`config.mk`:
```
export PLATFORM = sky130hd
export DESIGN_NAME = weight_gcd_reducer_unit
export DESIGN_NICKNAME = d
export VERILOG_FILES = /design/src/hw/rtl/wgr_pkg.sv /design/src/hw/rtl/weight_gcd_reducer_unit.sv
export SDC_FILE = /design/constraint.sdc
export NUM_CORES = 1
export LEC_CHECK = 0
export BUFFER_PORTS_ARGS = -buffer_cell sky130_fd_sc_hd__buf_4
export CAP_MARGIN = 30
export CORE_MARGIN = 2
export CORE_UTILIZATION = 30
export CTS_CLUSTER_DIAMETER = 40
export DETAILED_ROUTE_END_ITERATION = 7
export GPL_TIMING_DRIVEN = 0
export PLACE_DENSITY = 0.48
export SLEW_MARGIN = 20
export SYNTH_ARGS = -nofsm -noshare
export SYNTH_HDL_FRONTEND = slang
export SYNTH_SLANG_ARGS = --single-unit
```
`constraint.sdc`:
```
create_clock -name clock -period 4.2 [get_ports clock]
set_input_delay 0.21 -clock clock [delete_from_list [all_inputs] [get_ports clock]]
set_output_delay 0.21 -clock clock [all_outputs]
set_load 0.03 [all_outputs]
```
`src/hw/rtl/wgr_pkg.sv`:
```
`timescale 1ns / 1ps
`default_nettype none
// ----------------------------------------------------------------------------
// Weight GCD reducer package
// Shared widths, status codes and controller states of the weight reducer.
// ----------------------------------------------------------------------------
package wgr_pkg;

   localparam int WEIGHT_W   = 16;
   localparam int INDEX_W    = 6;
   localparam int STEP_W     = 12;
   localparam int STATUS_W   = 2;
   localparam int RSP_DATA_W = 56;
   localparam int DIV_CNT_W  = 4;

   localparam logic [STEP_W-1:0]    STEP_MAX = 12'hFFF;
   localparam logic [DIV_CNT_W-1:0] DIV_LAST = 4'd15;

   localparam logic [STATUS_W-1:0] STATUS_OK   = 2'd0;
   localparam logic [STATUS_W-1:0] STATUS_ZERO = 2'd1;
   localparam logic [STATUS_W-1:0] STATUS_DROP = 2'd2;

   typedef enum logic [2:0] {
      S_IDLE,
      S_EUCLID,
      S_MOD,
      S_FETCH,
      S_LOAD,
      S_QUOT,
      S_SEND
   } state_type;

endpackage : wgr_pkg
`default_nettype wire

```
`src/hw/rtl/weight_gcd_reducer_unit.sv`:
```
`timescale 1ns / 1ps
`default_nettype none
// Timing: a weight is taken in S_IDLE; each Euclid remainder step then runs a
//   set-up state (S_EUCLID) and the divider (S_MOD), and S_EUCLID ends the loop.
// Flow: one word at a time; each result word passes read, divider load, divider and
//   send states (no divider with a zero divisor), and send waits out stalls.
// Reset: synchronous, clears the run counters and the controller; the weight
//   memory is not cleared, as only entries written in the current set are read.
// ----------------------------------------------------------------------------
// Weight GCD reducer
// Collects a set of weights in a memory, folds each into a running GCD with a
// shared radix-2 divider, then streams every stored weight divided by the GCD.
// ----------------------------------------------------------------------------
module weight_gcd_reducer_unit #(
   parameter int MAX_WEIGHTS = 16
) (
   input  wire logic                               clock,
   input  wire logic                               reset,
   input  wire logic                               req_tvalid,
   output      logic                               req_tready,
   input  wire logic [wgr_pkg::WEIGHT_W-1:0]       req_tdata,  // [15:0] weight
   input  wire logic                               req_tlast,  // last_weight
   output      logic                               rsp_tvalid,
   input  wire logic                               rsp_tready,
   // [15:0] reduced_weight, [21:16] weight_index, [37:22] common_divisor,
   // [49:38] step_count, [51:50] status, [55:52] zero
   output      logic [wgr_pkg::RSP_DATA_W-1:0]     rsp_tdata,
   output      logic                               rsp_tlast   // last_result
);

   localparam int ADDR_W  = (MAX_WEIGHTS > 1) ? $clog2(MAX_WEIGHTS) : 1;
   localparam int COUNT_W = $clog2(MAX_WEIGHTS + 1);
   localparam int W       = wgr_pkg::WEIGHT_W;

   wgr_pkg::state_type state_ff, state_in;

   logic [COUNT_W-1:0]              count_ff, count_in;
   logic [W-1:0]                    div_ff, div_in;
   logic [wgr_pkg::STEP_W-1:0]      steps_ff, steps_in;
   logic                            ovf_ff, ovf_in;
   logic                            last_ff, last_in;
   logic [ADDR_W-1:0]               k_ff, k_in;
   logic [wgr_pkg::DIV_CNT_W-1:0]   dv_cnt_ff, dv_cnt_in;

   logic [W-1:0]                    a_ff, a_in;
   logic [W-1:0]                    b_ff, b_in;
   logic [W-1:0]                    rem_ff, rem_in;
   logic [W-1:0]                    quo_ff, quo_in;
   logic [W-1:0]                    den_ff, den_in;
   logic [W-1:0]                    quot_ff, quot_in;

   logic [W-1:0]                    weight_store [MAX_WEIGHTS];
   logic [W-1:0]                    rd_ff;

   logic                            req_fire;
   logic                            store_full;
   logic                            mem_we;
   logic [W:0]                      dv_shift;
   logic [W:0]                      dv_diff;
   logic                            dv_fits;
   logic [W-1:0]                    rem_nx;
   logic [W-1:0]                    quo_nx;
   logic [wgr_pkg::STEP_W-1:0]      steps_inc;
   logic [wgr_pkg::STATUS_W-1:0]    status;
   logic                            is_last_rsp;

   // one restoring division step
   always_comb begin
      dv_shift = {rem_ff, quo_ff[W-1]};
      dv_diff  = dv_shift - {1'b0, den_ff};
      dv_fits  = ~dv_diff[W];
      rem_nx   = dv_fits ? dv_diff[W-1:0] : dv_shift[W-1:0];
      quo_nx   = {quo_ff[W-2:0], dv_fits};
   end

   assign steps_inc  = (steps_ff == wgr_pkg::STEP_MAX) ? steps_ff
                                                       : steps_ff + 1'b1;
   assign store_full = (count_ff == COUNT_W'(MAX_WEIGHTS));
   assign req_fire   = req_tvalid && req_tready;
   assign mem_we     = req_fire && !store_full;
   assign is_last_rsp = ((COUNT_W'(k_ff) + 1'b1) == count_ff);

   always_comb begin
      if (div_ff == '0) begin
         status = wgr_pkg::STATUS_ZERO;
      end else if (ovf_ff) begin
         status = wgr_pkg::STATUS_DROP;
      end else begin
         status = wgr_pkg::STATUS_OK;
      end
   end

   always_comb begin
      state_in   = state_ff;
      count_in   = count_ff;
      div_in     = div_ff;
      steps_in   = steps_ff;
      ovf_in     = ovf_ff;
      last_in    = last_ff;
      k_in       = k_ff;
      dv_cnt_in  = dv_cnt_ff;
      a_in       = a_ff;
      b_in       = b_ff;
      rem_in     = rem_ff;
      quo_in     = quo_ff;
      den_in     = den_ff;
      quot_in    = quot_ff;
      req_tready = 1'b0;
      rsp_tvalid = 1'b0;

      case (state_ff)
         wgr_pkg::S_IDLE: begin
            req_tready = 1'b1;
            if (req_tvalid) begin
               last_in = req_tlast;
               k_in    = '0;
               if (store_full) begin
                  ovf_in = 1'b1;
                  if (req_tlast) begin
                     state_in = wgr_pkg::S_FETCH;
                  end
               end else begin
                  count_in = count_ff + 1'b1;
                  if (count_ff == '0) begin
                     div_in   = req_tdata;
                     steps_in = steps_inc;
                     if (req_tlast) begin
                        state_in = wgr_pkg::S_FETCH;
                     end
                  end else begin
                     a_in     = div_ff;
                     b_in     = req_tdata;
                     state_in = wgr_pkg::S_EUCLID;
                  end
               end
            end
         end
         wgr_pkg::S_EUCLID: begin
            if (a_ff == '0) begin
               div_in   = b_ff;
               state_in = last_ff ? wgr_pkg::S_FETCH : wgr_pkg::S_IDLE;
            end else begin
               steps_in  = steps_inc;
               rem_in    = '0;
               quo_in    = b_ff;
               den_in    = a_ff;
               dv_cnt_in = '0;
               state_in  = wgr_pkg::S_MOD;
            end
         end
         wgr_pkg::S_MOD: begin
            rem_in    = rem_nx;
            quo_in    = quo_nx;
            dv_cnt_in = dv_cnt_ff + 1'b1;
            if (dv_cnt_ff == wgr_pkg::DIV_LAST) begin
               // advance the pair: (a, b) <= (b mod a, a)
               a_in     = rem_nx;
               b_in     = a_ff;
               state_in = wgr_pkg::S_EUCLID;
            end
         end
         wgr_pkg::S_FETCH: begin
            // read address is k; data lands in rd_ff
            state_in = wgr_pkg::S_LOAD;
         end
         wgr_pkg::S_LOAD: begin
            if (div_ff == '0) begin
               quot_in  = '0;
               state_in = wgr_pkg::S_SEND;
            end else begin
               rem_in    = '0;
               quo_in    = rd_ff;
               den_in    = div_ff;
               dv_cnt_in = '0;
               state_in  = wgr_pkg::S_QUOT;
            end
         end
         wgr_pkg::S_QUOT: begin
            rem_in    = rem_nx;
            quo_in    = quo_nx;
            dv_cnt_in = dv_cnt_ff + 1'b1;
            if (dv_cnt_ff == wgr_pkg::DIV_LAST) begin
               quot_in  = quo_nx;
               state_in = wgr_pkg::S_SEND;
            end
         end
         wgr_pkg::S_SEND: begin
            rsp_tvalid = 1'b1;
            if (rsp_tready) begin
               if (is_last_rsp) begin
                  // drop the run and wait for the next set
                  count_in = '0;
                  div_in   = '0;
                  steps_in = '0;
                  ovf_in   = 1'b0;
                  last_in  = 1'b0;
                  k_in     = '0;
                  state_in = wgr_pkg::S_IDLE;
               end else begin
                  k_in     = k_ff + 1'b1;
                  state_in = wgr_pkg::S_FETCH;
               end
            end
         end
         default: begin
            state_in = wgr_pkg::S_IDLE;
         end
      endcase
   end

   always_ff @(posedge clock) begin
      if (reset) begin
         state_ff  <= wgr_pkg::S_IDLE;
         count_ff  <= '0;
         div_ff    <= '0;
         steps_ff  <= '0;
         ovf_ff    <= 1'b0;
         last_ff   <= 1'b0;
         k_ff      <= '0;
         dv_cnt_ff <= '0;
      end else begin
         state_ff  <= state_in;
         count_ff  <= count_in;
         div_ff    <= div_in;
         steps_ff  <= steps_in;
         ovf_ff    <= ovf_in;
         last_ff   <= last_in;
         k_ff      <= k_in;
         dv_cnt_ff <= dv_cnt_in;
      end
   end

   always_ff @(posedge clock) begin
      a_ff    <= a_in;
      b_ff    <= b_in;
      rem_ff  <= rem_in;
      quo_ff  <= quo_in;
      den_ff  <= den_in;
      quot_ff <= quot_in;
   end

   always_ff @(posedge clock) begin
      if (mem_we) begin
         weight_store[count_ff[ADDR_W-1:0]] <= req_tdata;
      end
      rd_ff <= weight_store[k_ff];
   end

   assign rsp_tdata = {4'b0000, status, steps_ff, div_ff,
                       wgr_pkg::INDEX_W'(k_ff), quot_ff};
   assign rsp_tlast = is_last_rsp;

`ifndef SYNTHESIS
   a_one_side: assert property (@(posedge clock) disable iff (reset)
      !(req_tready && rsp_tvalid))
      else $error("input and result sides active together");

   a_count_range: assert property (@(posedge clock) disable iff (reset)
      count_ff <= COUNT_W'(MAX_WEIGHTS))
      else $error("stored count beyond capacity");

   a_send_nonempty: assert property (@(posedge clock) disable iff (reset)
      rsp_tvalid |-> (count_ff != '0))
      else $error("result offered from an empty set");

   a_zero_result: assert property (@(posedge clock) disable iff (reset)
      (rsp_tvalid && (div_ff == '0)) |-> (quot_ff == '0))
      else $error("nonzero result with zero divisor");

   a_run_cleared: assert property (@(posedge clock) disable iff (reset)
      (rsp_tvalid && rsp_tready && rsp_tlast) |=> (count_ff == '0) && req_tready)
      else $error("run not cleared after final result");
`endif

endmodule : weight_gcd_reducer_unit
`default_nettype wire

```
==> results of run 1 <==
==> state kept, by name, indices dropped and copies added (netlist names), 16 cells and up <==
register and flops:
quot_ff 16, div_ff 16, weight_store 256, rd_ff 16, quo_ff 16, a_ff 16, den_ff 16, b_ff 16
rem_ff 16
==> cells by family after synthesis <==
| group | Yosys count | share of synthesized area (%) |
|---|---|---|
| buffers and inverters | 92 | 2.32 |
| AND/OR/NAND/NOR | 351 | 9.56 |
| multiplexers | 113 | 12.2 |
| other | 1 | 0.0212 |
| flip-flops | 414 | 66.8 |
| XOR/XNOR | 29 | 1.44 |
| AO/OA/AOI/OAI | 160 | 5.90 |
| adder cells (fa/ha/maj) | 24 | 1.74 |
==> power breakdown <==
part	leakage, nW	internal, mW	switching (mW)
Combinational	2.82	1.57	2.74
Sequential	3.70	5.26	0.346
Clock	1.07	3.36	1.98
==> per-layer routing <==
metal / up-vias / part of all wire, %
met5: - / 0
met1: 5480 / 44
met3: 66 / 4.8
met2: 263 / 49
met4: 0 / 2.3
li1: 4964 / -
==> timing repair <==
item	CTS	global route
hold endpoints to repair	259	0
setup endpoints to repair	0	0
hold buffers	20	0
gates resized for setup	0	0
==> how the worst max path moves through the flow <==
stage	from	endpoint	slack [ns]
CTS	quo_ff[15]$_DFFE_PP_	a_ff[14]$_DFFE_PP_	0.58
detailed placement	quo_ff[15]$_DFFE_PP_	a_ff[14]$_DFFE_PP_	0.61
finish	quo_ff[15]$_DFFE_PP_	a_ff[14]$_DFFE_PP_	0.64
global placement	div_ff[15]$_SDFFE_PP0P_	dv_cnt_ff[0]$_SDFFE_PP0P_	-1.81
floorplan	div_ff[15]$_SDFFE_PP0P_	dv_cnt_ff[0]$_SDFFE_PP0P_	0.17
global route	quo_ff[15]$_DFFE_PP_	a_ff[14]$_DFFE_PP_	0.42
==> worst max-delay path: cells and delay by family, from the launching register on <==
family	cells	cell delay [ns]
muxes	1	0.36
AOI/OAI and AO/OA	4	1.28
buffers and inverters	2	0.31
DFF	1	0.33
and+or+nand+nor	2	0.38
adders and majority gates	2	0.65
==> layout make-up <==
type / count / area (sq um) / share of cell area [%]
Sequential cell: 414 / 11800 / 53.9
Multi-Input combinational cell: 683 / 5510 / 25.1
Clock buffer: 78 / 1770 / 8.08
Timing Repair Buffer: 113 / 1040 / 4.73
Tap cell: 765 / 957 / 4.37
Clock inverter: 45 / 428 / 1.95
Buffer: 63 / 302 / 1.38
Inverter: 29 / 109 / 0.497
==> stage by stage <==
| stage | instances | worst slack [ns] |
|---|---|---|
| after floorplan | 1189 | 0.171 |
| after global placement | 2027 | -1.81 |
| after detailed placement | 2046 | 0.613 |
| after CTS | 2189 | 0.577 |
| after global routing | 2190 | 0.419 |
| final | 2190 | 0.636 |
==> cell usage after synthesis, types with 25 or more instances <==
cell        n  area (sq um)
nand2_1   112           420
edfxtp_1  352         10600
a21oi_1    40           200
nor3_1     25           125
dfxtp_1    62          1240
clkbuf_1   35           131
mux4_2     80          1800
inv_1      28           105
o21ai_0    31           155
a22oi_1    33           248
and2_1     34           213
nor2_1     94           353
==> summary.md, run 1 <==
| Metric | Value |
|---|---|
| R2r endpoint | a_ff[14]$_DFFE_PP_ |
| Area of the mapped netlist | 0.0177 sq mm |
| Post-synth EDFFs | 352 |
| Worst Hold End | last_ff$_SDFFE_PP0P_ |
| PwrDens | around 700 mW/mm^2 |
| Worst-path maximum fanout | 10 |
| Area of placed instances | 0.0195 sq mm |
| Max-Cap Viols | 0 |
| TNS Setup | 0 ns |
| Worst reg2reg path depth | 11 |
| Layout Nets | 1416 |
| Number of global-route vias before repair | 10.9k |
| Post-DP HPWL | between 30000 and 40000 um |
| Yosys Warn Count | 0 |
| Avg Cell Area, Syn | approximately 15 sq um |
| Critical path data required time | 4.51 ns |
| # setup viols final | 0 |
| Post-route ant nets | 0 |
| Crit. End Element | register |
| CP Launch Type | register |
| Pin count of the biggest net entering global routing | 20 |
| Fmax | 281 MHz |
| Slew of the pin with the lowest slew margin | 0.927 ns |
| R2R Setup Slk | approximately 0.64 ns |
| Post-synthesis sequential area ratio | between 60% and 70% |
| Remaining DRCs | 0 |
| CP peak stage delay | 0.43 ns |
| Postcts setup bufs | 0 |
| Reg2reg start | quo_ff[15]$_DFFE_PP_ |
| Via density | roughly 5 |
| Hold depth | 4 |
| Slowest-stage cell, CP | a211oi_1 |
| Fin. max-slew vios | 0 |
| VDD IR-drop max | around 0.28 mV |
| # fillers | 5427 |
| Chip Height | 247 um |
| Leakage | 7.60 nW |
| Skew-Pair Late Insertion Delay | 0.59 ns |
| Tmin final | between 3 and 4 ns |
| Vias | 10.8k |
| GR Util met3 | 2.98% |
| Hold_ws | approximately 0.25 ns |
| Relative slew slack | 38.2% |
| Flops & latches, synth | approximately 410 |
| Row cnt | 88 |
| Area grow syn2layout | 24.0% |
| GP Congestion | 0.821 |
| Worst min-delay path class | input pin to register |
| CP most frequent cell | o21ai_0 |
| GR Overflow Total | 0 |
| Initial antenna violation count | 1 |
| First-pass iteration count of the detailed router | 5 |
| Synth async-reset ratio | 0% |
| Sink Count | 414 |
| Crit path DAT | 3.88 ns |
| First-pass GRT wire length | around 70000 um |
| Status | finished clean |
| Post-Syn Instances | 1184 |
| CTS tree | built |
| Port Buffers | 73 |
| Root buffer cell | clkbuf_16 |
| Total Power | 15.3 mW |
| Final Util | 37.8% |
| Main flop type after synthesis | edfxtp_1 |
| HP Start | req_tvalid |
| RSZ-0062 raised after global routing | no |
| Count of cell types in the netlist | 67 |
| DIE WIDTH | approximately 250 um |
| Most frequent cells in the layout | edfxtp_1 (352), nand2_1 (112), nor2_1 (93) |
| Critical-path cell list | inv_1 -> ha_1 -> fa_1 -> nand2b_1 -> a211oi_1 -> o21ai_0 -> a211o_1 -> nand3_2 -> buf_4 -> mux2i_1 -> o21ai_0 |
| Clock buffer count from CTS | 67 |
| Layout Skew | 0.0294 ns |
| Layout cells sized above 1 | 24.1% |
| CTS Buffer Depth | 3 |
| H-tree depth | 3 |
| Diode count | 0 |
| Total Wirelength | ~47000 um |
| Met2 Use GR | 25.5% |
| Kind of critical path | register to register |
| Busiest grt layer | met2 |
| Fin area | 0.0219 sq mm |
| Drt wl/cell | around 21 um |
| Met1 Use GR | around a fifth |
| Initial Utilization | a little under a third |
| GRT Total Usage | 15.5% |
| Final hold violation count | 0 |
| Tcrit/Tclk final | 84.8% |
| Clock-pin slew on the worst setup and hold paths | 0.05 ns |
| Starting DRC count in detailed routing | 918 |
| Core area | around 0.058 sq mm |
| Die footprint | about 0.061 sq mm |
| IO Count | 80 |
| Most common cell after layout, fill and taps aside | edfxtp_1 |
Note: power is estimated with default switching activity, not from simulation.
==> run 2: changes to the inputs <==
ABC_AREA = 1   (was unset)
clock period = 3.61 ns   (was 4.2 ns; I/O delays follow)
==> run 2 against run 1 <==
Clock skew fell by 0.00068 ns. Global-route usage rose by 2.4 points. Via count rose by 26%. Clock power rose by 39%. Sequential cell count did not move. Largest power group is now clock. Sequential share of layout area fell by 2.6 points. Worst hold slack got worse by 0.21 ns. Highest routed layer unchanged. Critical endpoint is now a_ff[1]$_DFFE_PP_.
==> summary.md, run 2 <==
| Metric | Value |
|---|---|
| Status | finished clean |
| TNS Setup | 0 ns |
| CTS Buffer Depth | 3 |
| DIE WIDTH | between 200 and 300 um |
| Crit. End Element | register |
| Flops & latches, synth | 414 |
| Clock buffer count from CTS | 76 |
| GP Congestion | 0.889 |
| Fin. max-slew vios | 0 |
| Final Util | 38.1% |
| Clock-pin slew on the worst setup and hold paths | ~0.050 ns |
| Kind of critical path | register to register |
| Number of global-route vias before repair | approximately 13k |
| Worst-path maximum fanout | 18 |
| Post-Syn Instances | ~1.7k |
| CP Launch Type | register |
| Layout Skew | 0.0288 ns |
| Most common cell after layout, fill and taps aside | edfxtp_1 |
| Via density | between 4 and 5 |
| RSZ-0062 raised after global routing | no |
| Avg Cell Area, Syn | approximately 11 sq um |
| Area of the mapped netlist | 0.0184 sq mm |
| Layout cells sized above 1 | 15.3% |
| Post-route ant nets | 0 |
| Critical path data required time | 3.91 ns |
| Initial Utilization | 30.4% |
| First-pass GRT wire length | 84300 um |
| Post-DP HPWL | 39900 um |
| Leakage | around 8.6 nW |
| CTS tree | built |
| Most frequent cells in the layout | edfxtp_1 (352), nand2_1 (335), nor2_1 (219) |
| Skew-Pair Late Insertion Delay | 0.62 ns |
| Crit path DAT | 3.33 ns |
| Port Buffers | 73 |
| Starting DRC count in detailed routing | 1246 |
| Total Wirelength | 56700 um |
| Chip Height | about 250 um |
| VDD IR-drop max | roughly 0.36 mV |
| Final hold violation count | 0 |
| First-pass iteration count of the detailed router | 5 |
| Top cells by count, synth | edfxtp_1 (352), nand2_1 (335), nor2_1 (236) |
| Tcrit/Tclk final | 83.8% |
| Cts repair resizes | 0 |
| # fillers | between 5k and 6k |
| Fmax | ~330 MHz |
| Die footprint | 0.0632 sq mm |
| Worst min-delay path class | input pin to register |
| Fin area | 0.0230 sq mm |
| Drt wl/cell | a little over 20 um |
| Post-synthesis sequential area ratio | 64.3% |
| Main flop type after synthesis | edfxtp_1 |
| Post-synth EDFFs | 352 |
| Area grow syn2layout | 25.5% |
| Count leader, synth | edfxtp_1 |
| Area of placed instances | between 0.02 and 0.025 sq mm |
| Pin count of the biggest net entering global routing | 35 |
| Synth async-reset ratio | 0% |
| Finished Layout Cells | 2749 |
| Row cnt | 90 |
| IO Count | 80 |
| Initial antenna violation count | 1 |
| Remaining DRCs | 0 |
| Vias | 13.6k |
| Slew of the pin with the lowest slew margin | 0.862 ns |
| Post-Place Cells | 2590 |
| Post-synth top area share | 57.5% |
| Top cell type by total area after synthesis | edfxtp_1 |
| PwrDens | about 840 mW/mm^2 |
| Max FFs per register | 256 |
| Layout Nets | 1949 |
| GRT Total Usage | between 10% and 20% |
| Tmin final | 3.02 ns |
| Yosys Warn Count | 0 |
| Max-Cap Viols | 0 |
| H-tree depth | 3 |
| Total Power | 19.4 mW |
| Relative slew slack | between 40% and 50% |
| # setup viols final | 0 |
| GR Overflow Total | 0 |
| Sink Count | 414 |
| Count of cell types in the netlist | 45 |
| Root buffer cell | clkbuf_16 |
| Area contributors post-synth | edfxtp_1 (58%), nand2_1 (6.8%), dfxtp_1 (6.8%), nor2_1 (4.8%), o21ai_0 (3.8%) |
| Core area | 0.0605 sq mm |
| Diode count | 0 |
-- run 2: cell types whose count changed in the layout (fill, tap and decap cells not counted), moves of 18 or more --
cell and change:
o21ai_0 +111, and2_1 -32, inv_1 +98, nor2_1 +126, mux2i_1 +34, nand2_1 +223, nand3_1 +52, a211oi_1 -18
mux4_2 -80, o221ai_1 +49
-- run 2: through the flow --
| stage | hold slack (ns) | worst slack (ns) |
|---|---|---|
| after CTS | 0.0188 | 0.575 |
| after global placement | 0.419 | -1.28 |
| after floorplan | 0.250 | 0.186 |
| final | 0.0442 | 0.585 |
| after detailed placement | 0.417 | 0.586 |
| after global routing | 0.0380 | 0.407 |
-- run 2: worst max-delay path, cell delays in order, from the launching register on --
cell and delay, ns:
dfxtp_1 0.43, inv_1 0.13, ha_1 0.26, nand3_1 0.15
nor2_1 0.10, nand2_2 0.17, clkbuf_1 0.46, nand3_1 0.22
a21oi_4 0.55, buf_16 0.24
-- run 2: what timing repair did --
action / in CTS / in global routing
setup buffers: 0 / 0
endpoints found under the hold margin: 262 / 0
endpoints found under the setup margin: 0 / 0
hold buffers: 18 / 0
-- run 2: where the power goes --
group          switching, mW  leakage [nW]  total (mW)  internal, mW
sequential             0.445          3.73        6.69          6.25
combinational           3.65          3.62        5.34          1.69
clock                   2.56          1.29        7.41          4.85
total                   6.65          8.64        19.4          12.8
-- run 2: final timing paths --
| check | slack, ns | to | cells after the start | start |
|---|---|---|---|---|
| worst max-delay path | 0.59 | a_ff[1]$_DFFE_PP_ | 9 | count_ff[0]$_SDFFE_PP0P_ |
| worst min-delay path | 0.04 | last_ff$_SDFFE_PP0P_ | 4 | rsp_tready |
| worst max register to register | 0.59 | a_ff[1]$_DFFE_PP_ | 9 | count_ff[0]$_SDFFE_PP0P_ |
| worst min register to register | 0.48 | ovf_ff$_SDFFE_PP0P_ | 2 | ovf_ff$_SDFFE_PP0P_ |
-- run 2: area by class of cell --
type	instances	area [sq um]	area share [%]
Buffer	88	438	1.90
Clock buffer	92	2020	8.78
Clock inverter	49	659	2.86
Inverter	141	533	2.31
Multi-Input combinational cell	1079	5700	24.7
Sequential cell	414	11800	51.2
Tap cell	782	978	4.24
Timing Repair Buffer	104	910	3.95
-- run 2: layer usage --
metal	global-route usage [%]	part of all wire, %	vias up
met5	0	0	-
met4	5.78	2.3	0
met3	3.21	6.0	83
met2	28.8	47	461
met1	24.4	45	6626
li1	-	-	6415
-- run 2: cell families after synthesis --
kind of cell | after synthesis | synth area share, %
AND/OR/NAND/NOR | 698 | 15.7
flip-flops | 414 | 64.3
AO/OA/AOI/OAI | 288 | 9.68
buffers and inverters | 229 | 5.28
multiplexers | 49 | 2.67
adder cells (fa/ha/maj) | 24 | 1.68
XOR/XNOR | 14 | 0.667
other | 1 | 0.0204
